### src/rtl/vmc_pkg.sv
// Shared types, codes and widths for the valve mode controller.
`timescale 1ns / 1ps
`default_nettype none
package vmc_pkg;

  localparam int DIST_W  = 9;
  localparam int POT_W   = 10;
  localparam int SCALE_W = 16;
  localparam int CFG_W   = (DIST_W > SCALE_W) ? DIST_W : SCALE_W;
  localparam int OP_W    = 3;
  localparam int MODE_W  = 3;

  // operation codes
  localparam logic [OP_W-1:0] OP_PASS       = 3'd0;
  localparam logic [OP_W-1:0] OP_BUCKET_BTN = 3'd1;
  localparam logic [OP_W-1:0] OP_TIMER_BTN  = 3'd2;
  localparam logic [OP_W-1:0] OP_STATIC_BTN = 3'd3;
  localparam logic [OP_W-1:0] OP_RESET_BTN  = 3'd4;
  localparam logic [OP_W-1:0] OP_OVERFLOW   = 3'd5;

  // mode codes; MODE_NONE only lives in the running-mode register
  localparam logic [MODE_W-1:0] MODE_HAND   = 3'd0;
  localparam logic [MODE_W-1:0] MODE_BUCKET = 3'd1;
  localparam logic [MODE_W-1:0] MODE_TIMER  = 3'd2;
  localparam logic [MODE_W-1:0] MODE_STATIC = 3'd3;
  localparam logic [MODE_W-1:0] MODE_RESET  = 3'd4;
  localparam logic [MODE_W-1:0] MODE_NONE   = 3'd5;

  // configuration register indexes
  localparam logic REG_NEAR_THRESHOLD = 1'b0;
  localparam logic REG_TIMER_SCALE    = 1'b1;

  localparam logic [DIST_W-1:0]  NEAR_THRESHOLD_RST = DIST_W'(20);
  localparam logic [SCALE_W-1:0] TIMER_SCALE_RST    = SCALE_W'(27490); // 0.41946 in Q0.16

  typedef struct packed {
    logic [OP_W-1:0]   operation;
    logic [DIST_W-1:0] distance_cm;
    logic [POT_W-1:0]  pot_value;
  } item_t;

  typedef struct packed {
    logic              valve_open;
    logic [MODE_W-1:0] active_mode;
    logic              bucket_full;
    logic              timer_expired;
  } res_t;

endpackage
`default_nettype wire

### src/rtl/vmc_in_reg.sv
// Input register stage: holds one item until the core can take it.
`timescale 1ns / 1ps
`default_nettype none
module vmc_in_reg (
  input  logic          clk,
  input  logic          rst,
  input  logic          in_valid,
  output logic          in_stall,
  input  vmc_pkg::item_t in_item,
  input  logic          advance,
  output logic          held_valid,
  output vmc_pkg::item_t held_item
);
  import vmc_pkg::*;

  logic  full;
  item_t item;

  assign in_stall   = full && !advance;
  assign held_valid = full;
  assign held_item  = item;

  always_ff @(posedge clk) begin
    if (rst) begin
      full <= 1'b0;
    end else if (in_valid && !in_stall) begin
      full <= 1'b1;
    end else if (advance) begin
      full <= 1'b0;
    end
  end

  always_ff @(posedge clk) begin
    if (in_valid && !in_stall) begin
      item <= in_item;
    end
  end

endmodule
`default_nettype wire

### src/rtl/vmc_core.sv
// Mode state, configuration registers and the per-item update logic.
`timescale 1ns / 1ps
`default_nettype none
module vmc_core (
  input  logic                    clk,
  input  logic                    rst,
  input  logic                    advance,
  input  vmc_pkg::item_t          item,
  input  logic                    cfg_write_en,
  input  logic                    cfg_index,
  input  logic [vmc_pkg::CFG_W-1:0] cfg_data,
  output vmc_pkg::res_t           res_next
);
  import vmc_pkg::*;

  localparam int LW   = DIST_W + 5;     // room for 5*d and 5*past + 4*|rate|
  localparam int PW   = POT_W + SCALE_W;

  logic [DIST_W-1:0]  near_threshold;
  logic [SCALE_W-1:0] timer_scale;

  logic [MODE_W-1:0]      mode_selected, mode_selected_next;
  logic [MODE_W-1:0]      mode_running, mode_running_next;
  logic                   valve_cmd, valve_cmd_next;
  logic                   control_flag, control_flag_next;
  logic                   status_flag, status_flag_next;
  logic                   full_flag, full_flag_next;
  logic [1:0]             rate_learned, rate_learned_next;
  logic [DIST_W-1:0]      first_distance, first_distance_next;
  logic [DIST_W-1:0]      past_distance, past_distance_next;
  logic signed [DIST_W:0] fall_rate, fall_rate_next;
  logic [POT_W-1:0]       tick_target, tick_target_next;
  logic [POT_W-1:0]       tick_counter, tick_counter_next;
  logic                   timer_armed, timer_armed_next;
  logic                   timer_done, timer_done_next;
  logic [POT_W-1:0]       pot_capture, pot_capture_next;

  always_ff @(posedge clk) begin
    if (rst) begin
      near_threshold <= NEAR_THRESHOLD_RST;
      timer_scale    <= TIMER_SCALE_RST;
    end else if (cfg_write_en) begin
      if (cfg_index == REG_NEAR_THRESHOLD) begin
        near_threshold <= cfg_data[DIST_W-1:0];
      end else begin
        timer_scale <= cfg_data[SCALE_W-1:0];
      end
    end
  end

  always_comb begin
    logic                   chk;
    logic                   up;
    logic signed [LW-1:0]   lhs;
    logic signed [LW-1:0]   rhs;
    logic [PW-1:0]          prod;

    mode_selected_next  = mode_selected;
    mode_running_next   = mode_running;
    valve_cmd_next      = valve_cmd;
    control_flag_next   = control_flag;
    status_flag_next    = status_flag;
    full_flag_next      = full_flag;
    rate_learned_next   = rate_learned;
    first_distance_next = first_distance;
    past_distance_next  = past_distance;
    fall_rate_next      = fall_rate;
    tick_target_next    = tick_target;
    tick_counter_next   = tick_counter;
    timer_armed_next    = timer_armed;
    timer_done_next     = timer_done;
    pot_capture_next    = pot_capture;
    chk  = 1'b0;
    up   = 1'b0;
    lhs  = '0;
    rhs  = '0;
    prod = '0;

    case (item.operation)
      OP_PASS: begin
        // mode entry when the selection changed since the last pass
        if (mode_running != mode_selected) begin
          if (mode_selected <= MODE_STATIC) begin
            status_flag_next  = 1'b1;
            control_flag_next = 1'b0;
            valve_cmd_next    = 1'b0;
            if (mode_selected == MODE_BUCKET) begin
              status_flag_next    = 1'b0;
              full_flag_next      = 1'b0;
              rate_learned_next   = 2'd0;
              first_distance_next = '0;
              past_distance_next  = '0;
              fall_rate_next      = '0;
            end else if (mode_selected == MODE_TIMER) begin
              pot_capture_next  = item.pot_value;
              timer_armed_next  = 1'b0;
              timer_done_next   = 1'b0;
              tick_counter_next = '0;
              tick_target_next  = '0;
            end
          end
          mode_running_next = mode_selected;
        end

        case (mode_selected)
          MODE_HAND: begin
            if ((item.distance_cm <= near_threshold) != control_flag_next) begin
              control_flag_next = !control_flag_next;
              valve_cmd_next    = !valve_cmd_next;
            end
          end
          MODE_BUCKET: begin
            if (!full_flag_next) begin
              if (control_flag_next) begin
                if (rate_learned_next == 2'd0) begin
                  first_distance_next = item.distance_cm;
                  rate_learned_next   = 2'd1;
                end else if (rate_learned_next == 2'd1) begin
                  fall_rate_next = $signed({1'b0, first_distance_next})
                                 - $signed({1'b0, item.distance_cm});
                  past_distance_next = item.distance_cm;
                  rate_learned_next  = 2'd2;
                  if (fall_rate_next == '0) begin
                    full_flag_next = 1'b1;
                    chk            = 1'b1;
                  end
                end else begin
                  // full when 5*d > 5*past - 4*rate
                  lhs = $signed(LW'({item.distance_cm, 2'b00}) + LW'(item.distance_cm));
                  rhs = $signed(LW'({past_distance_next, 2'b00}) + LW'(past_distance_next))
                      - $signed({{2{fall_rate_next[DIST_W]}}, fall_rate_next, 2'b00});
                  past_distance_next = item.distance_cm;
                  if (lhs > rhs) begin
                    full_flag_next = 1'b1;
                    chk            = 1'b1;
                  end
                end
              end
              if (chk == control_flag_next) begin
                control_flag_next = !control_flag_next;
                valve_cmd_next    = !valve_cmd_next;
              end
            end else begin
              mode_selected_next = MODE_HAND;
            end
          end
          MODE_TIMER: begin
            if (!timer_armed_next) begin
              prod              = PW'(pot_capture_next) * PW'(timer_scale);
              tick_target_next  = prod[PW-1:SCALE_W];
              tick_counter_next = '0;
              timer_armed_next  = 1'b1;
              status_flag_next  = 1'b1;
            end
            if (status_flag_next) begin
              up = control_flag_next && timer_done_next;
              if (up) begin
                status_flag_next = 1'b0;
              end
              if (up == control_flag_next) begin
                control_flag_next = !control_flag_next;
                valve_cmd_next    = !valve_cmd_next;
              end
            end else begin
              timer_armed_next   = 1'b0;
              timer_done_next    = 1'b0;
              tick_target_next   = '0;
              tick_counter_next  = '0;
              mode_selected_next = MODE_HAND;
            end
          end
          MODE_STATIC: begin
            if (!control_flag_next) begin
              control_flag_next = 1'b1;
              valve_cmd_next    = !valve_cmd_next;
            end
          end
          default: begin
            // reset pending
            valve_cmd_next     = 1'b0;
            mode_running_next  = MODE_NONE;
            mode_selected_next = MODE_HAND;
          end
        endcase
      end
      OP_BUCKET_BTN: begin
        mode_selected_next = (mode_selected == MODE_BUCKET) ? MODE_HAND : MODE_BUCKET;
      end
      OP_TIMER_BTN: begin
        if (mode_selected == MODE_TIMER) begin
          mode_selected_next = MODE_HAND;
        end else begin
          mode_selected_next = MODE_TIMER;
          pot_capture_next   = item.pot_value;
        end
      end
      OP_STATIC_BTN: begin
        mode_selected_next = (mode_selected == MODE_STATIC) ? MODE_HAND : MODE_STATIC;
      end
      OP_RESET_BTN: begin
        mode_selected_next = MODE_RESET;
      end
      OP_OVERFLOW: begin
        if (timer_armed && !timer_done) begin
          tick_counter_next = tick_counter + 1'b1;
          if (tick_counter_next == tick_target) begin
            timer_done_next = 1'b1;
          end
        end
      end
      default: begin
      end
    endcase
  end

  always_ff @(posedge clk) begin
    if (rst) begin
      mode_selected  <= MODE_HAND;
      mode_running   <= MODE_NONE;
      valve_cmd      <= 1'b0;
      control_flag   <= 1'b0;
      status_flag    <= 1'b0;
      full_flag      <= 1'b0;
      rate_learned   <= 2'd0;
      first_distance <= '0;
      past_distance  <= '0;
      fall_rate      <= '0;
      tick_target    <= '0;
      tick_counter   <= '0;
      timer_armed    <= 1'b0;
      timer_done     <= 1'b0;
      pot_capture    <= '0;
    end else if (advance) begin
      mode_selected  <= mode_selected_next;
      mode_running   <= mode_running_next;
      valve_cmd      <= valve_cmd_next;
      control_flag   <= control_flag_next;
      status_flag    <= status_flag_next;
      full_flag      <= full_flag_next;
      rate_learned   <= rate_learned_next;
      first_distance <= first_distance_next;
      past_distance  <= past_distance_next;
      fall_rate      <= fall_rate_next;
      tick_target    <= tick_target_next;
      tick_counter   <= tick_counter_next;
      timer_armed    <= timer_armed_next;
      timer_done     <= timer_done_next;
      pot_capture    <= pot_capture_next;
    end
  end

  assign res_next.valve_open    = valve_cmd_next;
  assign res_next.active_mode   = mode_selected_next;
  assign res_next.bucket_full   = full_flag_next;
  assign res_next.timer_expired = timer_done_next;

endmodule
`default_nettype wire

### src/rtl/valve_mode_controller.sv
// Top level of the valve mode controller: input register, core and result register.
`timescale 1ns / 1ps
`default_nettype none
// Valve mode controller. Each item is an event (pass, mode button, reset button or
// timer overflow); every item yields exactly one result showing valve, selected mode,
// bucket-full and timer-expired status after that event. Items are taken into an
// input register and processed by the core into the result register, so the block
// sustains one item per cycle while out_stall is low; a stalled result holds back
// at most the one item waiting in the input register. The user writes configuration
// (index 0 near threshold, index 1 timer scale) only while idle; it is unenforced.
module valve_mode_controller (
  input  logic                              clk,
  input  logic                              rst,
  input  logic                              in_valid,
  output logic                              in_stall,
  input  logic [vmc_pkg::OP_W-1:0]          operation,
  input  logic [vmc_pkg::DIST_W-1:0]        distance_cm,
  input  logic [vmc_pkg::POT_W-1:0]         pot_value,
  output logic                              out_valid,
  input  logic                              out_stall,
  output logic                              valve_open,
  output logic [vmc_pkg::MODE_W-1:0]        active_mode,
  output logic                              bucket_full,
  output logic                              timer_expired,
  input  logic                              cfg_write_en,
  input  logic                              cfg_index,
  input  logic [vmc_pkg::CFG_W-1:0]         cfg_data
);
  import vmc_pkg::*;

  item_t in_item;
  item_t held_item;
  logic  held_valid;
  logic  advance;
  res_t  res_next;
  res_t  res;
  logic  res_valid;

  assign in_item.operation   = operation;
  assign in_item.distance_cm = distance_cm;
  assign in_item.pot_value   = pot_value;

  // the held item moves on when the result register is empty or draining
  assign advance = held_valid && (!res_valid || !out_stall);

  vmc_in_reg u_in_reg (
    .clk        (clk),
    .rst        (rst),
    .in_valid   (in_valid),
    .in_stall   (in_stall),
    .in_item    (in_item),
    .advance    (advance),
    .held_valid (held_valid),
    .held_item  (held_item)
  );

  vmc_core u_core (
    .clk          (clk),
    .rst          (rst),
    .advance      (advance),
    .item         (held_item),
    .cfg_write_en (cfg_write_en),
    .cfg_index    (cfg_index),
    .cfg_data     (cfg_data),
    .res_next     (res_next)
  );

  always_ff @(posedge clk) begin
    if (rst) begin
      res_valid <= 1'b0;
    end else if (advance) begin
      res_valid <= 1'b1;
    end else if (!out_stall) begin
      res_valid <= 1'b0;
    end
  end

  always_ff @(posedge clk) begin
    if (advance) begin
      res <= res_next;
    end
  end

  assign out_valid     = res_valid;
  assign valve_open    = res.valve_open;
  assign active_mode   = res.active_mode;
  assign bucket_full   = res.bucket_full;
  assign timer_expired = res.timer_expired;

endmodule
`default_nettype wire

### config.mk
export PLATFORM = sky130hd
export DESIGN_NAME = valve_mode_controller
export DESIGN_NICKNAME = d
export VERILOG_FILES = /design/src/rtl/vmc_pkg.sv /design/src/rtl/vmc_in_reg.sv /design/src/rtl/vmc_core.sv /design/src/rtl/valve_mode_controller.sv
export SDC_FILE = /design/constraint.sdc
export NUM_CORES = 1
export LEC_CHECK = 0
export BUFFER_PORTS_ARGS = -buffer_cell sky130_fd_sc_hd__buf_4
export CAP_MARGIN = 25
export CORE_MARGIN = 2
export CORE_UTILIZATION = 54
export CTS_CLUSTER_SIZE = 10
export DETAILED_ROUTE_END_ITERATION = 8
export GPL_TIMING_DRIVEN = 0
export PLACE_DENSITY = 0.73
export SYNTH_ARGS = -nofsm -noshare
export SYNTH_HDL_FRONTEND = slang
export SYNTH_SLANG_ARGS = --single-unit
### constraint.sdc
create_clock -name clk -period 6.3 [get_ports clk]
set_input_delay 0.315 -clock clk [delete_from_list [all_inputs] [get_ports clk]]
set_output_delay 0.315 -clock clk [all_outputs]
set_load 0.1 [all_outputs]
# Yosys cells after proc, flatten, opt, wreduce, memory -nomap -nowiden
# Cells that the tools add are included.
# totals
regBits	127
inputBits	44
output_inout_bits	8
# op_classes
addsub	5
mul	1
order_cmp	3
eq_ne	18
n_mux	131
bitwise_logic	1
n_reduce_logical	28
# ops
op	n
two-way mux 10 bit	30
two-way mux 9 bit	16
two-way mux 1 bit	63
case mux 10 bit (2 select lines)	2
multiplier 10 x 16 -> 26 bit	1
adder 11 x 9 -> 12 bit	2
two-way mux 2 bit	11
case mux 3 bit (5 select lines)	1
greater-than comparator 14 bit	1
subtractor 13 x 12 -> 14 bit	1
equality test 3 x 2 -> 1 bit, second input constant	4
two-way mux 3 bit	4
adder 10 x 1 -> 10 bit, second input constant	1
equality test 10 bit	1
logical NOT 10 bit	1
subtractor 9 x 9 -> 10 bit	1
less-or-equal comparator 9 bit	1
case mux 3 bit (3 select lines)	1
AND reduction 3 bit	3
case mux 1 bit (4 select lines)	2
logical NOT 1 bit	7
equality test 3 x 1 -> 1 bit, second input constant	2
equality test 3 bit, second input constant	2
logical NOT 3 bit	2
16 further kinds	27

# Longest topological paths before layout
# Gate-level depths: netlist (run 1).
# logic_depth
depth_word	20
depth_mapped	32
ltp_nobuf	28

# By module
# From an unflattened synthesis (run 1), not the netlist that was laid out.
# hier_totals
cells_unflattened	1450
hier_area_um2	12379.4
# by_module_without_submodules
mod	instances	cells_per_inst	area_each_um2	seq_area_each_um2
vmc_core	1	1414	11452.2	1941.9
vmc_in_reg	1	26	710.7	680.7
valve_mode_controller	1	10	216.5	200.2

# Worst setup path after synthesis (run 1)
# Ideal clock, no wire load.
# synth_timing
path_type	register to register
startpoint	register u_core.mode_selected[1]
endpoint	register u_core.tick_target[8]
setup_ps	84
t_arrival_ps	6672
required_time_ps	6216
setup_slack_ps	-456
stages_incl_launch_ff	24
path_buffers	4
synth_period_minus_slack_ps	6756
cell_sequence	dfxtp_1 > buf_4 > or3b_1 > buf_2 > nor2_1 > clkbuf_1 > mux2i_1 > clkbuf_1 > nand2b_1 > fa_1 > fa_1 > inv_1 > fa_1 > fa_1 > fa_1 > ha_1 > nand4_1 > or2_2 > or3_1 > o32a_1 > a211o_1 > a21boi_4 > nor3_1 > o31ai_2
# synth_via
elab_chain_len	11
# synth_lines
item	line	text
start, declared	vmc_core.sv:22	logic [MODE_W-1:0] mode_selected, mode_selected_next;
start signal, assigned	vmc_core.sv:234	mode_selected <= mode_selected_next;
branches (longest 10 deep; another with multiplier 10 x 16 -> 26 bit)	-	
two-way mux 10 bit *	vmc_core.sv:105	case (mode_selected)
end signal, assigned	vmc_core.sv:244	tick_target <= tick_target_next;
end, declared	vmc_core.sv:32	logic [POT_W-1:0] tick_target, tick_target_next;
# Every way passes the cells marked *. The select of a mux whose other input is x is not followed.
# A chain may end at the register's enable or synchronous reset.

# Worst setup path in the final report (run 1)
# layout_timing
startpoint	register u_core.mode_selected[0]
endpoint	register u_core.tick_target[3]
# The elaborated chain is that of the path after synthesis.

==> results of run 1 <==
-- state kept, by name (all words and copies together) (netlist names), 2 cells and up --
name	cells
u_core.rate_learned	2
u_core.past_distance	9
u_core.fall_rate	10
u_core.tick_target	10
u_core.near_threshold	9
u_core.mode_running	3
u_in_reg.held_item	22
u_core.timer_scale	16
u_core.mode_selected	3
u_core.tick_counter	10
u_core.pot_capture	10
active_mode	3
u_core.first_distance	9
-- cells in the mapped netlist, types with 5 or more instances --
cell type,number
a211o_1,7
a211oi_1,8
a21o_1,20
a21oi_1,80
a22oi_1,18
a311oi_1,5
a31oi_1,6
and2_1,34
and3_1,12
clkbuf_1,64
dfxtp_1,99
edfxtp_1,28
fa_1,112
ha_1,117
inv_1,150
mux2i_1,14
nand2_1,230
nand2b_1,23
nand3_1,27
nand3b_1,13
nand4_1,10
nor2_1,93
nor2b_1,71
nor3_1,17
nor3b_1,6
o211ai_1,7
o21a_1,8
o21ai_0,55
o21ai_1,6
o22ai_1,5
o31ai_1,5
or3_1,14
xnor2_1,25
xor2_1,26
-- per-stage QoR --
stage	power, µW	instances	cell area, µm²
global placement	1390	1816	13300
global route	2640	1904	14900
detailed placement	1400	1817	13300
finish	2530	1904	14900
CTS	2500	1881	14500
floorplan	1250	1480	12600
-- routing by layer --
| metal | GRT usage | wire, µm | up-vias |
|---|---|---|---|
| met4 | 0.124 | 1430 | 0 |
| met3 | 0.0561 | 2330 | 97 |
| met5 | 0 | 0 | - |
| li1 | - | - | 5199 |
| met2 | 0.508 | 16700 | 407 |
| met1 | 0.359 | 14200 | 5224 |
-- path summary, 6_finish.rpt --
kind	startpoint	end	slack (ns)	cells past startpoint
max	u_core.mode_selected[0]	u_core.tick_target[3]	-0.13	25
min	operation[2]	u_in_reg.held_item[21]	0.06	1
max reg2reg	u_core.mode_selected[0]	u_core.tick_target[3]	-0.13	25
min reg2reg	u_core.first_distance[3]	u_core.first_distance[3]	0.45	2
-- layout make-up --
cell class                 count  area (µm²)
buffer                        65         362
clock buffer                  19         454
clock inverter                13         159
fill                        1851        7730
inverter                     151         567
multi-input combinational   1132        9240
sequential                   127        2840
tap                          285         357
timing repair buffer         112         938
-- cells by family after synthesis --
group / after synthesis
buffers and inverters: 221
and+or+nand+nor: 567
muxes: 15
adders and majority gates: 231
AOI/OAI and AO/OA: 268
DFF: 127
xor gates and xnor gates: 51
-- power by group --
group          internal (µW)  switching [µW]  total, µW
registers                856            25.1        881
clock network            645             389       1030
logic                    263             355        618
total                   1760             769       2530
-- repair_timing --
action,4_1_cts,5_1_grt
resized for setup,67,58
buffers inserted,33,28
cloned,0,0
endpoints found under the hold margin,0,0
setup endpoints to repair,15,15
pin swaps,48,64
==> metrics.md, run 1 <==
| Metric | Value |
|---|---|
| Fmax | `0.155 GHz` |
| Dpl ws | `-0.885 ns` |
| Top-Level Pins | `52` |
| Hold buffers post-CTS | `0` |
| Vias in the first global route | `11100` |
| CP bufs+invs | `6` |
| Root Buffer | `clkbuf_16` |
| IO buf count | `51` |
| Cell area after synthesis | `12400 µm²` |
| Cells after Synth | `1480` |
| Simple-gate share of the synthesized area | `0.220` |
| GRT Util Overall | `0.294` |
| Initial core utilization | `0.550` |
| Inserted Diodes | `0` |
| Core ar. | `22600 µm²` |
| Top cell type's share of synthesized area | `0.180` |
| Most frequent cells in the layout | `nand2_1, inv_1, fa_1, ha_1, buf_4` |
| Clock buffers created by TritonCTS | `17` |
| Final Max Slew Viols | `0` |
| Flops & latches, synth | `about 130` |
| Post-route ant nets | `0` |
| Largest stage delay, worst path | `0.61 ns` |
| Final Skew | `0.00852 ns` |
| CTS tree | `yes` |
| DP Wirelength | `about 25000 µm` |
| Post-route DRC | `0` |
| VDD IR max | `0.185 mV` |
| Most common cell after layout, fill and taps aside | `nand2_1` |
| Largest family of logic cells by synthesized area | `adder cells` |
| Power Density | `170 nW/µm²` |
| Fin nets | `around 1900` |
| Setup violations, final | `4` |
| Static Leak | `about 0.0066 µW` |
| Tmin final | `6.43 ns` |
| Num rows | `55` |
| XOR/XNOR share of the synthesized area | `0.0359` |
| Area contributors post-synth | `fa_1, dfxtp_1, ha_1` |
| CTS H-tree depth | `4` |
| Violated checks | `setup timing` |
| Clock-pin slew on the worst setup and hold paths | `0.06 ns` |
| Skew-Pair Late Insertion Delay | `0.43 ns` |
| P&R area growth vs syn | `19.8%` |
| Delay-heaviest family, CP | `adder cells` |
| DR iter-0 viols | `882` |
| Grt total ovfl | `0` |
| Critical path startpoint category | `register` |
| CTS sink count | `around 130` |
| Layout Utilization | `0.659` |
| First-pass GRT wire length | `roughly 56000 µm` |
| Post-synth EDFFs | `28` |
| Final Wtd Congestion | `0.903` |
| CP endpoint kind | `register` |
| Synth warn | `0` |
| Yosys top cell by area | `fa_1` |
| Worst setup path class | `register to register` |
| Per-cell routed wire length | `18.2 µm` |
| CP Data Required Time | `6.61 ns` |
| Post-synth cell types | `between 70 and 80` |
| CTS max path bufs | `2` |
| Status | `complete, but fails checks` |
| Worst Slack Setup Final | `-0.133 ns` |
| Mux share of post-synthesis cell area | `0.0122` |
| Die height | `roughly 160 µm` |
| Relative slew slack | `0.394` |
| Adder-cell share of the synthesized area | `0.299` |
| Final hold vios | `0` |
| Compound-Gate Fraction of Synth Area | `0.138` |
| Setup TNS | `-0.409 ns` |
| WHS | `0.0598 ns` |
| Register area share after synthesis | `0.227` |
| Cell repeated most along the worst path | `fa_1` |
| Routed vias | `between 10000 and 15000` |
| Fin crit share | `1.02` |
| Worst Path Max Fanout | `8` |
| Hold WC Path Type | `primary input to register` |
| Crit path arrival time | `6.74 ns` |
| Worst slew pin tran | `0.902 ns` |
| Share of cells above drive strength 1 | `0.146` |
| FFs w/ async S/R, synth | `0` |
| Synth Flop Type | `dfxtp_1` |
| Master of the slowest instance on the critical path | `fa_1` |
| RSZ-0062 raised after global routing | `yes` |
| Drt via density | `5.74` |
| Die area | `~24000 µm²` |
| Syn_nets | `approximately 1800` |
| Width of the die | `156 µm` |
| Initial antenna violation count | `0` |
| Max-cap violation count | `0` |
| Avg Cell Area, Syn | `approximately 8.4 µm²` |
| Final wirelength | `around 35000 µm` |
| Router iterations before antenna repair | `6` |
| Largest net degree at the start of global routing | `18` |
Note: power is estimated with default switching activity, not from simulation.
==> inputs of run 2 (changes only) <==
--- a/config.mk
+++ b/config.mk
@@ -15,4 +15,5 @@
 export PLACE_DENSITY = 0.73
 export SYNTH_ARGS = -nofsm -noshare
 export SYNTH_HDL_FRONTEND = slang
+export SYNTH_HIERARCHICAL = 1
 export SYNTH_SLANG_ARGS = --single-unit
==> metrics.md, run 2 <==
| Metric | Value |
|---|---|
| Vias in the first global route | `10600` |
| Hold_sp | `distance_cm[5]` |
| Largest net degree at the start of global routing | `18` |
| Master of the slowest instance on the critical path | `fa_1` |
| Hold buffers post-CTS | `0` |
| Yosys top cell by area | `fa_1` |
| Core ar. | `22600 µm²` |
| CTS sink count | `127` |
| CTS tree | `yes` |
| Top-Level Pins | `between 50 and 60` |
| Post-route DRC | `0` |
| Inserted Diodes | `0` |
| Post-synth cell types | `77` |
| CP bufs+invs | `2` |
| Max-cap violation count | `0` |
| Grt total ovfl | `0` |
| Worst Path Max Fanout | `6` |
| First-pass GRT wire length | `53500 µm` |
| Router iterations before antenna repair | `5` |
| Width of the die | `155 µm` |
| Fmax | `0.157 GHz` |
| Fin nets | `1841` |
| CTS max path bufs | `2` |
| Initial core utilization | `0.548` |
| Area contributors post-synth | `fa_1, dfxtp_1, ha_1` |
| Tmin final | `about 6.4 ns` |
| R2R setup slack | `-0.07 ns` |
| Setup TNS | `-0.116 ns` |
| Routed vias | `10900` |
| Final wirelength | `~33000 µm` |
| Sw Ratio | `0.325` |
| FILL cells | `1861` |
| DR iter-0 viols | `844` |
| Dpl ws | `-1.14 ns` |
| Worst Slack Setup Final | `-0.0729 ns` |
| Largest stage delay, worst path | `0.64 ns` |
| Number of flip-flops under the largest register name | `22` |
| Worst reg2reg endpoint | `u_core/tick_target[6]` |
| Most frequent cell after synthesis | `nand2_1` |
| Reg2reg path depth | `20` |
| Worst hold path cell count | `1` |
| Violated checks | `setup timing` |
| Avg Cell Area, Syn | `8.54 µm²` |
| Synth warn | `6` |
| Die area | `about 24000 µm²` |
| Post-route ant nets | `0` |
| P&R area growth vs syn | `18.3%` |
| Sequential share of power | `0.361` |
| Top cell type's share of synthesized area | `0.181` |
| Final Skew | `0.0167 ns` |
| Layout Utilization | `0.649` |
| Crit path arrival time | `6.74 ns` |
| RSZ-0062 raised after global routing | `yes` |
| VDD IR max | `between 0.15 and 0.2 mV` |
| Drt via density | `just under 6` |
| Worst setup path class | `register to register` |
| Clock buffers created by TritonCTS | `17` |
| Static Leak | `0.00666 µW` |
| Skew-Pair Late Insertion Delay | `0.43 ns` |
| Per-cell routed wire length | `17.9 µm` |
| Share of cells above drive strength 1 | `0.145` |
| Relative slew slack | `0.393` |
| Cells after DPL | `1787` |
| Post-synth EDFFs | `28` |
| Flops & latches, synth | `127` |
| Final Wtd Congestion | `0.894` |
| DP Wirelength | `24500 µm` |
| Cells after Synth | `1450` |
| Syn_nets | `1723` |
| Sw power | `a little under 800 µW` |
| Worst path cell trace | `or3b_4 > nor2_4 > buf_8 > mux2i_4 > buf_8 > nor2b_4 > fa_1 > fa_1 > fa_1 > fa_1 > fa_1 > ha_4 > nand4_1 > nor2_2 > a311oi_1 > o211ai_1 > a21bo_1 > a211o_1 > a2111o_1 > nand3_1` |
| Final Max Slew Viols | `0` |
| Synth Flop Type | `dfxtp_1` |
| Status | `complete, but fails checks` |
| Worst hold path endpoint | `u_in_reg/held_item[15]` |
| Clock power frac | `0.402` |
| Comb pwr share | `0.237` |
| Hold WC Path Type | `primary input to register` |
| Cell repeated most along the worst path | `fa_1` |
| Fin crit share | `1.01` |
| CP endpoint kind | `register` |
| Post-synth top cells | `nand2_1, inv_1, nor2_1` |
| CTS H-tree depth | `4` |
| Num rows | `55` |
| Die height | `155 µm` |
| Most common cell after layout, fill and taps aside | `nand2_1` |
| Cell area after synthesis | `roughly 12000 µm²` |
| Initial antenna violation count | `0` |
| Finished Layout Cells | `approximately 1900` |
| Reg2reg start | `u_core/mode_selected[0]` |
| IO buf count | `51` |
| FFs w/ async S/R, synth | `0` |
| Worst slew pin tran | `0.909 ns` |
| Final hold vios | `0` |
| Power Total | `around 2400 µW` |
| P_int | `roughly 1600 µW` |
| GRT Util Overall | `0.279` |
| Power Density | `167 nW/µm²` |
| Most frequent cells in the layout | `nand2_1, inv_1, nor2_1, fa_1, ha_1` |
| Critical path depth | `20` |
| Setup violations, final | `3` |
| Delay-heaviest family, CP | `adder cells` |
| Clock-pin slew on the worst setup and hold paths | `0.07 ns` |
| Critical path startpoint category | `register` |
| Register area share after synthesis | `0.228` |
| Root Buffer | `clkbuf_16` |
| CP Data Required Time | `approximately 6.7 ns` |
-- run 2: per-stage QoR --
| stage | instance area [µm²] | hold WS (ns) |
|---|---|---|
| 2_1_floorplan | 12400 | 0.387 |
| 6_report | 14600 | 0.0553 |
| 4_1_cts | 14200 | 0.0481 |
| 3_5_place_dp | 13200 | 0.455 |
| 3_3_place_gp | 13100 | 0.443 |
| 5_1_grt | 14600 | 0.0407 |
-- run 2: how the worst max path moves through the flow --
stage | to | slack [ns] | start
after detailed placement | u_core/tick_target[9] | -1.14 | u_core/mode_running[1]
after floorplan | u_core/tick_target[6] | 0.009 | u_core/mode_selected[0]
final | u_core/tick_target[6] | -0.07 | u_core/mode_selected[0]
after global placement | u_core/tick_target[9] | -1.04 | u_core/mode_running[1]
after CTS | u_core/tick_target[6] | 0.003 | u_core/mode_selected[0]
after global routing | u_core/tick_target[6] | -0.21 | u_core/mode_selected[1]
-- run 2: layout make-up --
| cell class | instances | area (µm²) | area share |
|---|---|---|---|
| tap | 285 | 357 | 0.0244 |
| sequential | 127 | 2840 | 0.194 |
| inverter | 134 | 503 | 0.0344 |
| multi-input combinational | 1118 | 9140 | 0.624 |
| timing repair buffer | 100 | 806 | 0.0550 |
| clock inverter | 14 | 139 | 0.00949 |
| clock buffer | 18 | 450 | 0.0308 |
| buffer | 70 | 408 | 0.0279 |
-- run 2: power groups by stage --
stage	logic [µW]	clock network (µW)	registers (µW)
final	579	981	880
after floorplan	343	0	910
after global routing	641	1030	883
after global placement	488	0	898
after detailed placement	504	0	897
after CTS	542	994	880
-- run 2: cells by family (layout without fill, tap and decap cells) --
kind of cell | Yosys count | count (layout) | synth area share
AO/OA/AOI/OAI | 263 | 263 | 0.140
XOR/XNOR | 57 | 57 | 0.0403
adder cells (fa/ha/maj) | 231 | 231 | 0.301
buffers and inverters | 205 | 336 | 0.0632
flip-flops | 127 | 127 | 0.228
multiplexers | 19 | 19 | 0.0157
AND/OR/NAND/NOR | 548 | 548 | 0.212
-- run 2: repair_timing --
item	4_1_cts	5_1_grt
pin swaps	30	53
endpoints found under the setup margin	15	14
endpoints found under the hold margin	0	0
setup buffers	19	27
gates resized for setup	63	73
cloned	1	2
-- run 2: layer usage --
layer	vias up	routed length (µm)	global-route usage
met5	-	0	0
met4	0	1010	0.0826
met1	5291	14800	0.402
li1	5091	-	-
met3	74	2640	0.0499
met2	468	15000	0.432
